--- src/design/rv32s_pkg.sv ---
// ----------------------------------------------------------------------------
// rv32s_pkg
// Shared constants, opcodes and interface structs of the RV32E subset core.
// ----------------------------------------------------------------------------
package rv32s_pkg;

	localparam int XLEN      = 32;
	localparam int RAM_BYTES = 65536;
	localparam int NUM_REGS  = 16;
	localparam int REG_W     = $clog2(NUM_REGS);
	localparam int BANKS     = 4;
	localparam int ROWS      = RAM_BYTES / BANKS;
	localparam int ROW_W     = $clog2(ROWS);

	localparam logic [6:0] OP_ADDI  = 7'b0010011;
	localparam logic [6:0] OP_JALR  = 7'b1100111;
	localparam logic [6:0] OP_ADD   = 7'b0110011;
	localparam logic [6:0] OP_LUI   = 7'b0110111;
	localparam logic [6:0] OP_LOAD  = 7'b0000011;
	localparam logic [6:0] OP_STORE = 7'b0100011;

	localparam logic [2:0] F3_WORD  = 3'b010;
	localparam logic [2:0] F3_BYTEU = 3'b100;
	localparam logic [2:0] F3_BYTE  = 3'b000;

	localparam logic [3:0] MASK_WORD = 4'hf;
	localparam logic [3:0] MASK_BYTE = 4'h1;

	typedef struct packed {
		logic             en;
		logic [REG_W-1:0] idx;
		logic [XLEN-1:0]  data;
	} rf_wr_t;

	typedef struct packed {
		logic            st;
		logic [XLEN-1:0] addr;
		logic [XLEN-1:0] data;
		logic [3:0]      mask;
	} dmem_req_t;

	typedef struct packed {
		logic [XLEN-1:0] word;
		logic [7:0]      lbyte;
	} dmem_rsp_t;

endpackage

--- src/design/rv32s_ram.sv ---
// ----------------------------------------------------------------------------
// rv32s_ram
// Generic single-write, single-read RAM with registered read (read-old).
// ----------------------------------------------------------------------------
module rv32s_ram #(
	parameter int WIDTH = 8,
	parameter int DEPTH = 16
) (
	input  logic                                  clk,
	input  logic                                  we,
	input  logic [((DEPTH > 1) ? $clog2(DEPTH) : 1)-1:0] waddr,
	input  logic [WIDTH-1:0]                      wdata,
	input  logic                                  re,
	input  logic [((DEPTH > 1) ? $clog2(DEPTH) : 1)-1:0] raddr,
	output logic [WIDTH-1:0]                      rdata
);

	logic [WIDTH-1:0] mem_q [DEPTH];
	logic [WIDTH-1:0] rdata_q;

	always_ff @(posedge clk) begin
		if (we) begin
			mem_q[waddr] <= wdata;
		end
		if (re) begin
			rdata_q <= mem_q[raddr];
		end
	end

	assign rdata = rdata_q;

endmodule

--- src/design/rv32s_regfile.sv ---
// ----------------------------------------------------------------------------
// rv32s_regfile
// Two-read, one-write register file; per-entry valid bits give zero reset.
// ----------------------------------------------------------------------------
module rv32s_regfile (
	input  logic                                clk,
	input  logic                                arst_n,
	input  logic [rv32s_pkg::REG_W-1:0]         ra1,
	input  logic [rv32s_pkg::REG_W-1:0]         ra2,
	input  rv32s_pkg::rf_wr_t                   wr,
	output logic [rv32s_pkg::XLEN-1:0]          rd1,
	output logic [rv32s_pkg::XLEN-1:0]          rd2
);

	logic [rv32s_pkg::NUM_REGS-1:0] valid_q;
	logic                           v1_q;
	logic                           v2_q;
	logic [rv32s_pkg::XLEN-1:0]     q1;
	logic [rv32s_pkg::XLEN-1:0]     q2;

	always_ff @(posedge clk or negedge arst_n) begin
		if (!arst_n) begin
			valid_q <= '0;
			v1_q    <= 1'b0;
			v2_q    <= 1'b0;
		end else begin
			v1_q <= valid_q[ra1];
			v2_q <= valid_q[ra2];
			if (wr.en) begin
				valid_q[wr.idx] <= 1'b1;
			end
		end
	end

	rv32s_ram #(.WIDTH(rv32s_pkg::XLEN), .DEPTH(rv32s_pkg::NUM_REGS)) u_ram1 (
		.clk   (clk),
		.we    (wr.en),
		.waddr (wr.idx),
		.wdata (wr.data),
		.re    (1'b1),
		.raddr (ra1),
		.rdata (q1)
	);

	rv32s_ram #(.WIDTH(rv32s_pkg::XLEN), .DEPTH(rv32s_pkg::NUM_REGS)) u_ram2 (
		.clk   (clk),
		.we    (wr.en),
		.waddr (wr.idx),
		.wdata (wr.data),
		.re    (1'b1),
		.raddr (ra2),
		.rdata (q2)
	);

	assign rd1 = v1_q ? q1 : '0;
	assign rd2 = v2_q ? q2 : '0;

endmodule

--- config.mk ---
export PLATFORM = sky130hd
export DESIGN_NAME = rv32s_regfile
export DESIGN_NICKNAME = d
export VERILOG_FILES = /design/src/design/rv32s_pkg.sv /design/src/design/rv32s_ram.sv /design/src/design/rv32s_regfile.sv
export SDC_FILE = /design/constraint.sdc
export NUM_CORES = 1
export LEC_CHECK = 0
export BUFFER_PORTS_ARGS = -buffer_cell sky130_fd_sc_hd__buf_2
export CORE_ASPECT_RATIO = 1.25
export CORE_MARGIN = 4
export CORE_UTILIZATION = 55
export CTS_BUF_LIST = sky130_fd_sc_hd__clkbuf_2 sky130_fd_sc_hd__clkbuf_4 sky130_fd_sc_hd__clkbuf_8
export CTS_CLUSTER_DIAMETER = 50
export CTS_CLUSTER_SIZE = 28
export DETAILED_ROUTE_END_ITERATION = 8
export GPL_ROUTABILITY_DRIVEN = 0
export PLACE_DENSITY = 0.72
export SYNTH_ARGS = -nofsm -noshare
export SYNTH_HDL_FRONTEND = slang
export SYNTH_SLANG_ARGS = --single-unit
--- constraint.sdc ---
create_clock -name clk -period 1.3 [get_ports clk]
set_input_delay 0.26 -clock clk [delete_from_list [all_inputs] [get_ports clk]]
set_output_delay 0.26 -clock clk [all_outputs]
set_load 0.1 [all_outputs]
==> impl_metrics.env, run 1 <==
export IMPL_cap_violations=0
export IMPL_critPathTopFamily="flip-flops"
export IMPL_tightestPinTransition_ps=925
export IMPL_num_rows=87
export IMPL_die_x_um=200
export IMPL_critPathMaxFanout=9
export IMPL_antenna_found_initial=2
export IMPL_dieHeight_um=249
export IMPL_grt_max_degree=33
export IMPL_cts_made_buffers=39
export IMPL_hpwl_mm=41.3
export IMPL_fin_crit_ps=1880
export IMPL_ir_worst_vdd_uv=923
export IMPL_fmax_mhz=532
export IMPL_p_per_area_nw_per_um2=1270
export IMPL_synth_cell_types=20
export IMPL_grt_overflow=0
export IMPL_wl_per_cell_um=29.8
export IMPL_core_area_um2=45400
export IMPL_fin_ws_ps=-581
export IMPL_nets=1561
export IMPL_synth_warnings=0
export IMPL_finalCritPeriodShare=1.45
export IMPL_power_frac_comb=0.201
export IMPL_drive_gt1_frac=0.532
export IMPL_grt_pass1_vias=14833
export IMPL_setup_worst_path_start="v1_q"
export IMPL_drtAntennaViolNets=0
export IMPL_p_sw_mw=11.6
export IMPL_status="complete, but fails checks"
export IMPL_io_pins=111
export IMPL_power_frac_clock=0.259
export IMPL_worst_path_buf_inv=2
export IMPL_relSlewSlack=0.382
export IMPL_finalHoldViolCount=0
export IMPL_syn_inst=1263
export IMPL_routed_via_density=6.65
export IMPL_fin_skew_ps=20.9
export IMPL_stdcell_area_um2=31600
export IMPL_h_tree_depth=2
export IMPL_dp_slack_ps=-499
export IMPL_cts_tree="built"
export IMPL_drtIter0Drc=1564
export IMPL_initial_utilization=0.561
export IMPL_final_max_slew_viol_count=0
export IMPL_path_common_cell="buf_12"
export IMPL_end_kind="primary output"
export IMPL_ys_ff_latch=594
export IMPL_cts_max_path_buffers=3
export IMPL_grt_usage=0.254
export IMPL_required_ps=1040
export IMPL_area_growth_pct=24.3
export IMPL_power_leakage_nw=10.5
export IMPL_violations="negative setup slack"
export IMPL_crit_type="reg -> out"
export IMPL_numPortBuffers=110
export IMPL_reg2reg_slack_ps=-30
export IMPL_cp_arrival_ps=1620
export IMPL_path_cells="buf_12 -> and2_4 -> buf_12"
export IMPL_drc_errors=0
export IMPL_start_kind="register"
export IMPL_rr_endpoint="u_ram1.rdata[7]"
export IMPL_ctsRootBufferMaster="clkbuf_8"
export IMPL_die_area_um2=49800
export IMPL_drt_pass1_iter_count=5
export IMPL_pwr_share_seq=0.540
export IMPL_sw_frac_of_total=0.287
export IMPL_cpMaxStageDelayCell="dfrtp_2"
export IMPL_r2r_cells=3
export IMPL_syn_num_nets=1310
export IMPL_nFillCells=2722
export IMPL_wl_mm=63.3
export IMPL_rsz0062_at_grt="yes"
export IMPL_rr_startpoint="u_ram2.mem_q[3][7]"
export IMPL_clk_latency_ps=620
export IMPL_holdCritPathClass="in -> async"
export IMPL_place_area_um2=29800
export IMPL_vias=14134
export IMPL_setup_viol=74
export IMPL_synth_area_per_cell_um2=20.2
export IMPL_grt_first_pass_wirelength_mm=94.6
export IMPL_clock_sinks=594
export IMPL_path_clk_slew_ps=140
export IMPL_netlist_area_um2=25500
export IMPL_internal_power_mw=28.6
export IMPL_ys_seq_area_frac=0.672
export IMPL_cp_slowest_stage_delay_ps=480
==> worst max path at each step <==
| stage | end | slack, ps | cells past startpoint |
|---|---|---|---|
| 2_1_floorplan | u_ram2.mem_q[0][0] | -680 | 2 |
| 3_3_place_gp | u_ram2.rdata[19] | -480 | 6 |
| 3_5_place_dp | u_ram2.rdata[27] | -500 | 6 |
| 4_1_cts | rd1[20] | -640 | 3 |
| 5_1_grt | rd1[24] | -650 | 3 |
| 6_report | rd1[17] | -580 | 3 |
==> power by group through the flow <==
stage | sequential [mW] | clock (mW) | combinational [mW]
finish | 21.7 | 10.4 | 8.08
floorplan | 22.0 | 0 | 4.83
detailed placement | 22.1 | 0 | 7.76
global route | 21.8 | 11.5 | 8.40
CTS | 21.7 | 10.6 | 7.98
global placement | 22.1 | 0 | 7.69
==> flip-flops by register name (all words and copies together) (netlist names) <==
register	cells
u_ram1.rdata	32
v1_q	1
valid_q	16
u_ram1.mem_q	32
v2_q	1
u_ram2.rdata	32
u_ram2.mem_q	480
==> worst register-to-register path: stages (launching register included) <==
cell	delay [ps]
edfxtp_1	420
mux4_2	490
a22oi_2	200
nand2_1	100
==> metal layers <==
metal  part of all wire  GRT usage  vias up  wire (um)
met2               0.52      0.423      728      32900
met5                  0          0        -          0
met3              0.084     0.0400       96       5310
li1                   -          -     5838          -
met4              0.020     0.0590        0       1280
met1               0.38      0.363     7472      23800
==> per-stage QoR <==
stage / setup TNS, ps / power, mW / hold slack [ps] / std cells / utilization
after floorplan: -179860 / 26.8 / -35.6 / 1263 / -
after global placement: -166680 / 29.8 / 205 / 2018 / 0.657
after detailed placement: -176360 / 29.9 / 212 / 2018 / 0.657
after CTS: -38290 / 40.3 / 136 / 2122 / 0.690
after global routing: -41160 / 41.6 / 168 / 2124 / 0.697
final: -35790 / 40.2 / 174 / 2124 / 0.697
==> kinds of logic after synthesis <==
kind of cell | after synthesis | share of synthesized area
muxes | 264 | 0.234
and+or+nand+nor | 177 | 0.0355
buffers and inverters | 96 | 0.0199
DFF | 594 | 0.672
AOI/OAI and AO/OA | 132 | 0.0389
==> synth_stat cells <==
master    number  area share
a22oi_1      132       0.039
and2_1        66       0.016
buf_1         10      0.0015
buf_2         23      0.0045
buf_4          5      0.0015
buf_6         13      0.0058
clkbuf_1      45      0.0066
dfrtp_1       18       0.018
dfxtp_1       64       0.050
edfxtp_1     512        0.60
mux4_2       264        0.23
nand2_1       67      0.0099
nand2b_1       2     0.00049
nand3_1        1     0.00020
nand3b_1       2     0.00059
nor2_1        14      0.0021
nor2b_1        4     0.00098
nor3_1         4     0.00079
or2_2         16      0.0039
or3b_2         1     0.00034
==> placed cells by master, fill, tap and decap left out, drive strengths merged, types with 10 or more instances in the layout <==
master / Yosys / layout
a22oi: 132 / 132
and2: 66 / 66
buf: 51 / 271
clkbuf: 45 / 44
clkinv: 0 / 10
dfrtp: 18 / 18
dfxtp: 64 / 64
dlygate4sd3: 0 / 33
edfxtp: 512 / 512
inv: 0 / 15
mux4: 264 / 264
nand2: 67 / 67
nor2: 14 / 14
or2: 16 / 16
==> what timing repair did <==
action                     CTS  global route
setup buffers                0             0
resized for setup           47            65
pin swaps                   28            46
setup endpoints to repair   92           125
hold buffers                33             0
hold endpoints to repair   507             0
==> area by class of cell <==
class	count	area (um2)	area share
flip-flops and latches	594	17100	0.541
multi-input cells	573	8730	0.276
repair buffers	306	4120	0.130
well taps	578	723	0.0229
clock buffers	42	572	0.0181
clock inverters	29	378	0.0119
diodes	2	5.00	0.000158
Note: power is estimated with default switching activity, not from simulation.
==> run 2, diff against run 1 <==
--- a/config.mk
+++ b/config.mk
@@ -17,4 +17,5 @@
 export PLACE_DENSITY = 0.72
 export SYNTH_ARGS = -nofsm -noshare
 export SYNTH_HDL_FRONTEND = slang
+export SYNTH_HIERARCHICAL = 1
 export SYNTH_SLANG_ARGS = --single-unit
==> run 2 against run 1 <==
The run still ends with negative setup slack left. Sequential power up 86%. Total power up 70%. Clock-buffer cell count up 34. Clock power up 76%. Hold slack worse by 120 ps. Via count up 43%. Cell area up 60%. Critical endpoint is now rd1[31].
==> impl_metrics.env, run 2 <==
export IMPL_rr_endpoint="u_ram2/rdata[7]"
export IMPL_rsz0062_at_grt="yes"
export IMPL_hold_start="wr[2]"
export IMPL_fin_crit_ps=2010
export IMPL_fin_skew_ps=31.7
export IMPL_synth_top_cell_area_share=0.784
export IMPL_yosys_area_share_xor_xnor=0
export IMPL_die_x_um=254
export IMPL_path_clk_slew_ps=140
export IMPL_ctsRootBufferMaster="clkbuf_8"
export IMPL_start_kind="register"
export IMPL_finalCritPeriodShare=1.55
export IMPL_final_max_slew_viol_count=0
export IMPL_clock_sinks=1106
export IMPL_nets=2282
export IMPL_routed_via_density=6.20
export IMPL_initial_utilization=0.556
export IMPL_hpwl_mm=55.7
export IMPL_drive_gt1_frac=0.419
export IMPL_wl_mm=92.5
export IMPL_place_area_um2=48000
export IMPL_instances_no_fill=3259
export IMPL_p_per_area_nw_per_um2=1350
export IMPL_final_cell_mix="edfxtp_1 (1,088), mux4_2 (263), buf_12 (181)"
export IMPL_hold_ws_ps=51.6
export IMPL_nFillCells=4429
export IMPL_ys_ff_latch=1106
export IMPL_synth_common_cells="edfxtp_1 (1,088), mux4_2 (256), a22oi_1 (128)"
export IMPL_reg_top3="u_ram1/mem_q x512, u_ram2/mem_q x512"
export IMPL_setup_viol=128
export IMPL_drtIter0Drc=2107
export IMPL_grt_overflow=0
export IMPL_cts_made_buffers=68
export IMPL_min_path_cells=1
export IMPL_dieHeight_um=316
export IMPL_synth_simple_gate_area_share=0.0228
export IMPL_ys_seq_area_frac=0.795
export IMPL_clk_latency_ps=720
export IMPL_tightestPinTransition_ps=1250
export IMPL_muxShareOfSynthArea=0.145
export IMPL_multi_input_area_um2=9340
export IMPL_final_common_cell="edfxtp_1"
export IMPL_cts_tree="built"
export IMPL_wl_per_cell_um=28.4
export IMPL_seq_area_um2=33100
export IMPL_ys_top_cells_by_area="edfxtp_1 (78%), mux4_2 (14%), a22oi_1 (2.3%)"
export IMPL_r2r_cells=3
export IMPL_h_tree_depth=3
export IMPL_io_pins=111
export IMPL_fin_ws_ps=-713
export IMPL_synth_cell_types=28
export IMPL_grt_usage=0.237
export IMPL_cts_max_path_buffers=3
export IMPL_min_to="u_ram2/mem_q[7][2]"
export IMPL_cpMaxStageDelayCell="dfrtp_1"
export IMPL_grt_first_pass_wirelength_mm=138
export IMPL_netlist_area_um2=41700
export IMPL_syn_inst=1809
export IMPL_required_ps=1040
export IMPL_relSlewSlack=0.166
export IMPL_ir_worst_vdd_uv=807
export IMPL_drt_pass1_iter_count=5
export IMPL_synth_area_per_cell_um2=23.0
export IMPL_rr_startpoint="u_ram2/mem_q[3][7]"
export IMPL_finalHoldViolCount=0
export IMPL_drc_errors=0
export IMPL_crit_type="reg -> out"
export IMPL_synth_edf_count=1088
export IMPL_antenna_found_initial=2
export IMPL_total_power_mw=68.3
export IMPL_num_rows=112
export IMPL_path_common_cell="buf_12"
export IMPL_cap_violations=0
export IMPL_yosysMostFrequentCell="edfxtp_1"
export IMPL_synth_compound_area_share=0.0261
export IMPL_violations="negative setup slack"
export IMPL_numPortBuffers=110
export IMPL_core_area_um2=75000
export IMPL_power_leakage_nw=16.5
export IMPL_grt_pass1_vias=21328
export IMPL_synth_warnings=6
export IMPL_placedCellCount=3098
export IMPL_end_kind="primary output"
export IMPL_drtAntennaViolNets=0
export IMPL_status="complete, but fails checks"
export IMPL_yosys_most_used_dff="edfxtp_1"
export IMPL_setup_tns_ps=-47410
export IMPL_dp_slack_ps=-708
export IMPL_reg2reg_slack_ps=-170
export IMPL_utilization=0.673
export IMPL_stdcell_area_um2=50500
export IMPL_grt_max_degree=33
export IMPL_synth_fa_ha_area_frac=0
export IMPL_path_cells="buf_12 -> and2_2 -> buf_12"
export IMPL_holdCritPathClass="in -> reg"
export IMPL_synth_top_family_by_area="multiplexers"
export IMPL_die_area_um2=80300
export IMPL_yosys_area_top_type="edfxtp_1"
export IMPL_critPathMaxFanout=32
export IMPL_cp_slowest_stage_delay_ps=400
export IMPL_async_flop_share=0.0163
export IMPL_cp_arrival_ps=1750
export IMPL_vias=20215
export IMPL_area_growth_pct=21.1
export IMPL_fmax_mhz=497
-- run 2: cell types whose count changed after synthesis, moves of 9 or more --
cell | before | now
buf_2 | 23 | 8
buf_4 | 5 | 22
buf_6 | 13 | 4
dfxtp_1 | 64 | 0
edfxtp_1 | 512 | 1088
nor2_1 | 14 | 27
o21bai_1 | 0 | 9
or2_2 | 16 | 0
-- run 2: report_power, final --
group | switching (mW) | leakage, nW | internal (mW)
Sequential | 0.329 | 10.1 | 40.1
Combinational | 5.57 | 5.58 | 3.98
Clock | 11.7 | 0.800 | 6.65
-- run 2: how the worst max path moves through the flow --
stage | from | to | slack [ps] | cells past startpoint
5_1_grt | v1_q | rd1[31] | -780 | 3
2_1_floorplan | wr[34] | u_ram1/mem_q[0][0] | -670 | 2
4_1_cts | v1_q | rd1[31] | -780 | 3
3_5_place_dp | ra2[2] | u_ram2/rdata[7] | -710 | 4
3_3_place_gp | ra2[2] | u_ram2/rdata[7] | -720 | 4
6_report | v1_q | rd1[31] | -710 | 3
-- run 2: area by class of cell --
cell class	instances	share of cell area
diodes	2	0.0000992
clock buffers	76	0.0201
clock inverters	47	0.0118
inverters	4	0.000298
multi-input cells	668	0.185
flip-flops and latches	1106	0.656
well taps	969	0.0240
repair buffers	387	0.102
-- run 2: worst max-delay path, delay by kind of cell, from the launching register on --
kind,cells,cell delay (ps)
simple gates,1,220
buf+inv,2,370
flops,1,400
-- run 2: logic make-up after synthesis --
kind of cell | after synthesis
AOI/OAI and AO/OA | 144
buffers and inverters | 98
DFF | 1106
muxes | 270
other | 1
and+or+nand+nor | 190
-- run 2: layer usage --
metal / global-route usage / up-vias / part of all wire
met5: 0 / - / 0
met4: 0.0637 / 0 / 0.021
met3: 0.0267 / 118 / 0.070
met2: 0.408 / 900 / 0.53
met1: 0.329 / 10778 / 0.38
li1: - / 8419 / -
-- run 2: repair_timing --
item / CTS / global route
setup buffers: 0 / 1
pin swaps: 38 / 24
endpoints found under the hold margin: 884 / 6
hold buffers: 36 / 1
setup endpoints to repair: 130 / 149
resized for setup: 83 / 31
==> run 3, diff against run 2 <==
--- a/config.mk
+++ b/config.mk
@@ -14,7 +14,7 @@
 export CTS_CLUSTER_SIZE = 28
 export DETAILED_ROUTE_END_ITERATION = 8
 export GPL_ROUTABILITY_DRIVEN = 0
-export PLACE_DENSITY = 0.72
+export PLACE_DENSITY_LB_ADDON = 0.25
 export SYNTH_ARGS = -nofsm -noshare
 export SYNTH_HDL_FRONTEND = slang
 export SYNTH_HIERARCHICAL = 1
==> run 3 against run 2 <==
The flow still finishes with violations (negative setup slack). First-iteration DRC count shrank 3.0%. Critical path depth unchanged. Global-route usage decreased by 0.12 points. Cell area decreased by 0.41%.
==> impl_metrics.env, run 3 (synthesis gave the netlist of run 2 again) <==
export IMPL_status="complete, but fails checks"
export IMPL_violations="negative setup slack"
export IMPL_crit_type="reg -> out"
export IMPL_cts_made_buffers=71
export IMPL_grt_usage=0.235
export IMPL_ctsRootBufferMaster="clkbuf_8"
export IMPL_grt_max_degree=33
export IMPL_wl_mm=92.7
export IMPL_fin_ws_ps=-684
export IMPL_pwr_share_seq=0.590
export IMPL_core_area_um2=75000
export IMPL_place_area_um2=47900
export IMPL_final_max_slew_viol_count=0
export IMPL_critPathMaxFanout=32
export IMPL_num_rows=112
export IMPL_rsz0062_at_grt="yes"
export IMPL_power_frac_clock=0.272
export IMPL_reg_top3="u_ram1/mem_q x512, u_ram2/mem_q x512"
export IMPL_power_frac_comb=0.138
export IMPL_drtAntennaViolNets=0
export IMPL_fin_skew_ps=38.1
export IMPL_grt_pass1_vias=20991
export IMPL_die_x_um=254
export IMPL_hpwl_mm=56.2
export IMPL_drc_errors=0
export IMPL_worst_path_buf_inv=2
export IMPL_drtIter0Drc=2043
export IMPL_cts_max_path_buffers=3
export IMPL_internal_power_mw=50.5
export IMPL_vias=20130
export IMPL_routed_via_density=6.21
export IMPL_area_growth_pct=20.6
export IMPL_holdCritPathClass="in -> async"
export IMPL_setup_viol=128
export IMPL_path_clk_slew_ps=120
export IMPL_cap_violations=0
export IMPL_tightestPinTransition_ps=1020
export IMPL_dieHeight_um=316
export IMPL_finalHoldViolCount=0
export IMPL_stdcell_area_um2=50300
export IMPL_end_kind="primary output"
export IMPL_start_kind="register"
export IMPL_critPathTopFamily="flip-flops"
export IMPL_sw_frac_of_total=0.263
export IMPL_fmax_mhz=504
export IMPL_final_cell_mix="edfxtp_1 (1,088), mux4_2 (263), buf_12 (171)"
export IMPL_numPortBuffers=110
export IMPL_p_per_area_nw_per_um2=1360
export IMPL_nets=2269
export IMPL_setup_tns_ps=-45440
export IMPL_path_common_cell="buf_12"
export IMPL_final_common_cell="edfxtp_1"
export IMPL_relSlewSlack=0.319
export IMPL_antenna_found_initial=3
export IMPL_grt_overflow=0
export IMPL_finalCritPeriodShare=1.53
export IMPL_cts_tree="built"
export IMPL_ir_worst_vdd_uv=994
export IMPL_required_ps=1040
export IMPL_clock_sinks=1106
export IMPL_cp_arrival_ps=1720
export IMPL_path_cells="buf_12 -> and2_2 -> buf_12"
export IMPL_clk_latency_ps=700
export IMPL_drt_pass1_iter_count=5
export IMPL_cpMaxStageDelayCell="dfrtp_1"
export IMPL_initial_utilization=0.556
export IMPL_drive_gt1_frac=0.424
export IMPL_p_sw_mw=18.0
export IMPL_power_leakage_nw=16.4
export IMPL_h_tree_depth=3
export IMPL_die_area_um2=80300
export IMPL_wl_per_cell_um=28.6
export IMPL_grt_first_pass_wirelength_mm=137
export IMPL_cp_slowest_stage_delay_ps=400
export IMPL_io_pins=111
export IMPL_fin_crit_ps=1980
[run 3: metrics by stage]
stage / utilization / worst slack, ps / hold WS (ps) / total power [mW] / std cells
5_1_grt: 0.670 / -777 / 28.1 / 70.9 / 3242
4_1_cts: 0.669 / -766 / 1.64 / 69.0 / 3242
2_1_floorplan: - / -669 / -35.6 / 46.5 / 1872
3_5_place_dp: 0.638 / -640 / 211 / 50.5 / 3096
3_3_place_gp: 0.638 / -597 / 207 / 50.3 / 3096
6_report: 0.670 / -684 / 10.4 / 68.5 / 3244
[run 3: metal layers]
layer	vias to the layer above	share of wire	track usage
li1	8393	-	-
met1	10739	0.39	0.339
met2	877	0.52	0.395
met3	121	0.075	0.0314
met4	0	0.019	0.0531
met5	-	0	0
[run 3: layout make-up]
type	instances	area [um2]
inverters	4	15.0
well taps	969	1210
fillers	4533	24700
clock buffers	75	1020
diodes	3	7.51
clock inverters	48	636
repair buffers	371	4890
flip-flops and latches	1106	33100
multi-input cells	668	9360
[run 3: worst paths after layout]
path	start	to	slack, ps	cells after the start
min in group clk	wr[9]	u_ram1/mem_q[8][9]	60	1
setup / recovery	v1_q	rd1[0]	-680	3
max in group asynchronous	arst_n	valid_q[14]	1000	2
hold reg to reg	valid_q[1]	valid_q[1]	510	1
setup reg to reg	u_ram1/mem_q[3][2]	u_ram1/rdata[2]	-160	3
hold / removal	arst_n	valid_q[5]	10	2
[run 3: worst register-to-register path, delay by kind of cell, from the launching register on]
family,cells,cell delay [ps]
and+or+nand+nor,1,120
DFF,1,390
muxes,1,490
AOI/OAI and AO/OA,1,210
[run 3: power groups by stage]
stage / registers (mW) / logic [mW] / clock network, mW
after floorplan: 41.1 / 5.43 / 0
after global placement: 41.2 / 9.10 / 0
after detailed placement: 41.2 / 9.24 / 0
after CTS: 40.4 / 9.48 / 19.1
after global routing: 40.5 / 9.88 / 20.5
final: 40.4 / 9.46 / 18.6
[run 3: timing repair]
| item | CTS | global route |
|---|---|---|
| hold buffers | 23 | 0 |
| setup buffers | 0 | 0 |
| pin swaps | 30 | 12 |
| hold endpoints to repair | 582 | 0 |
| resized for setup | 78 | 41 |
| setup endpoints to repair | 128 | 148 |
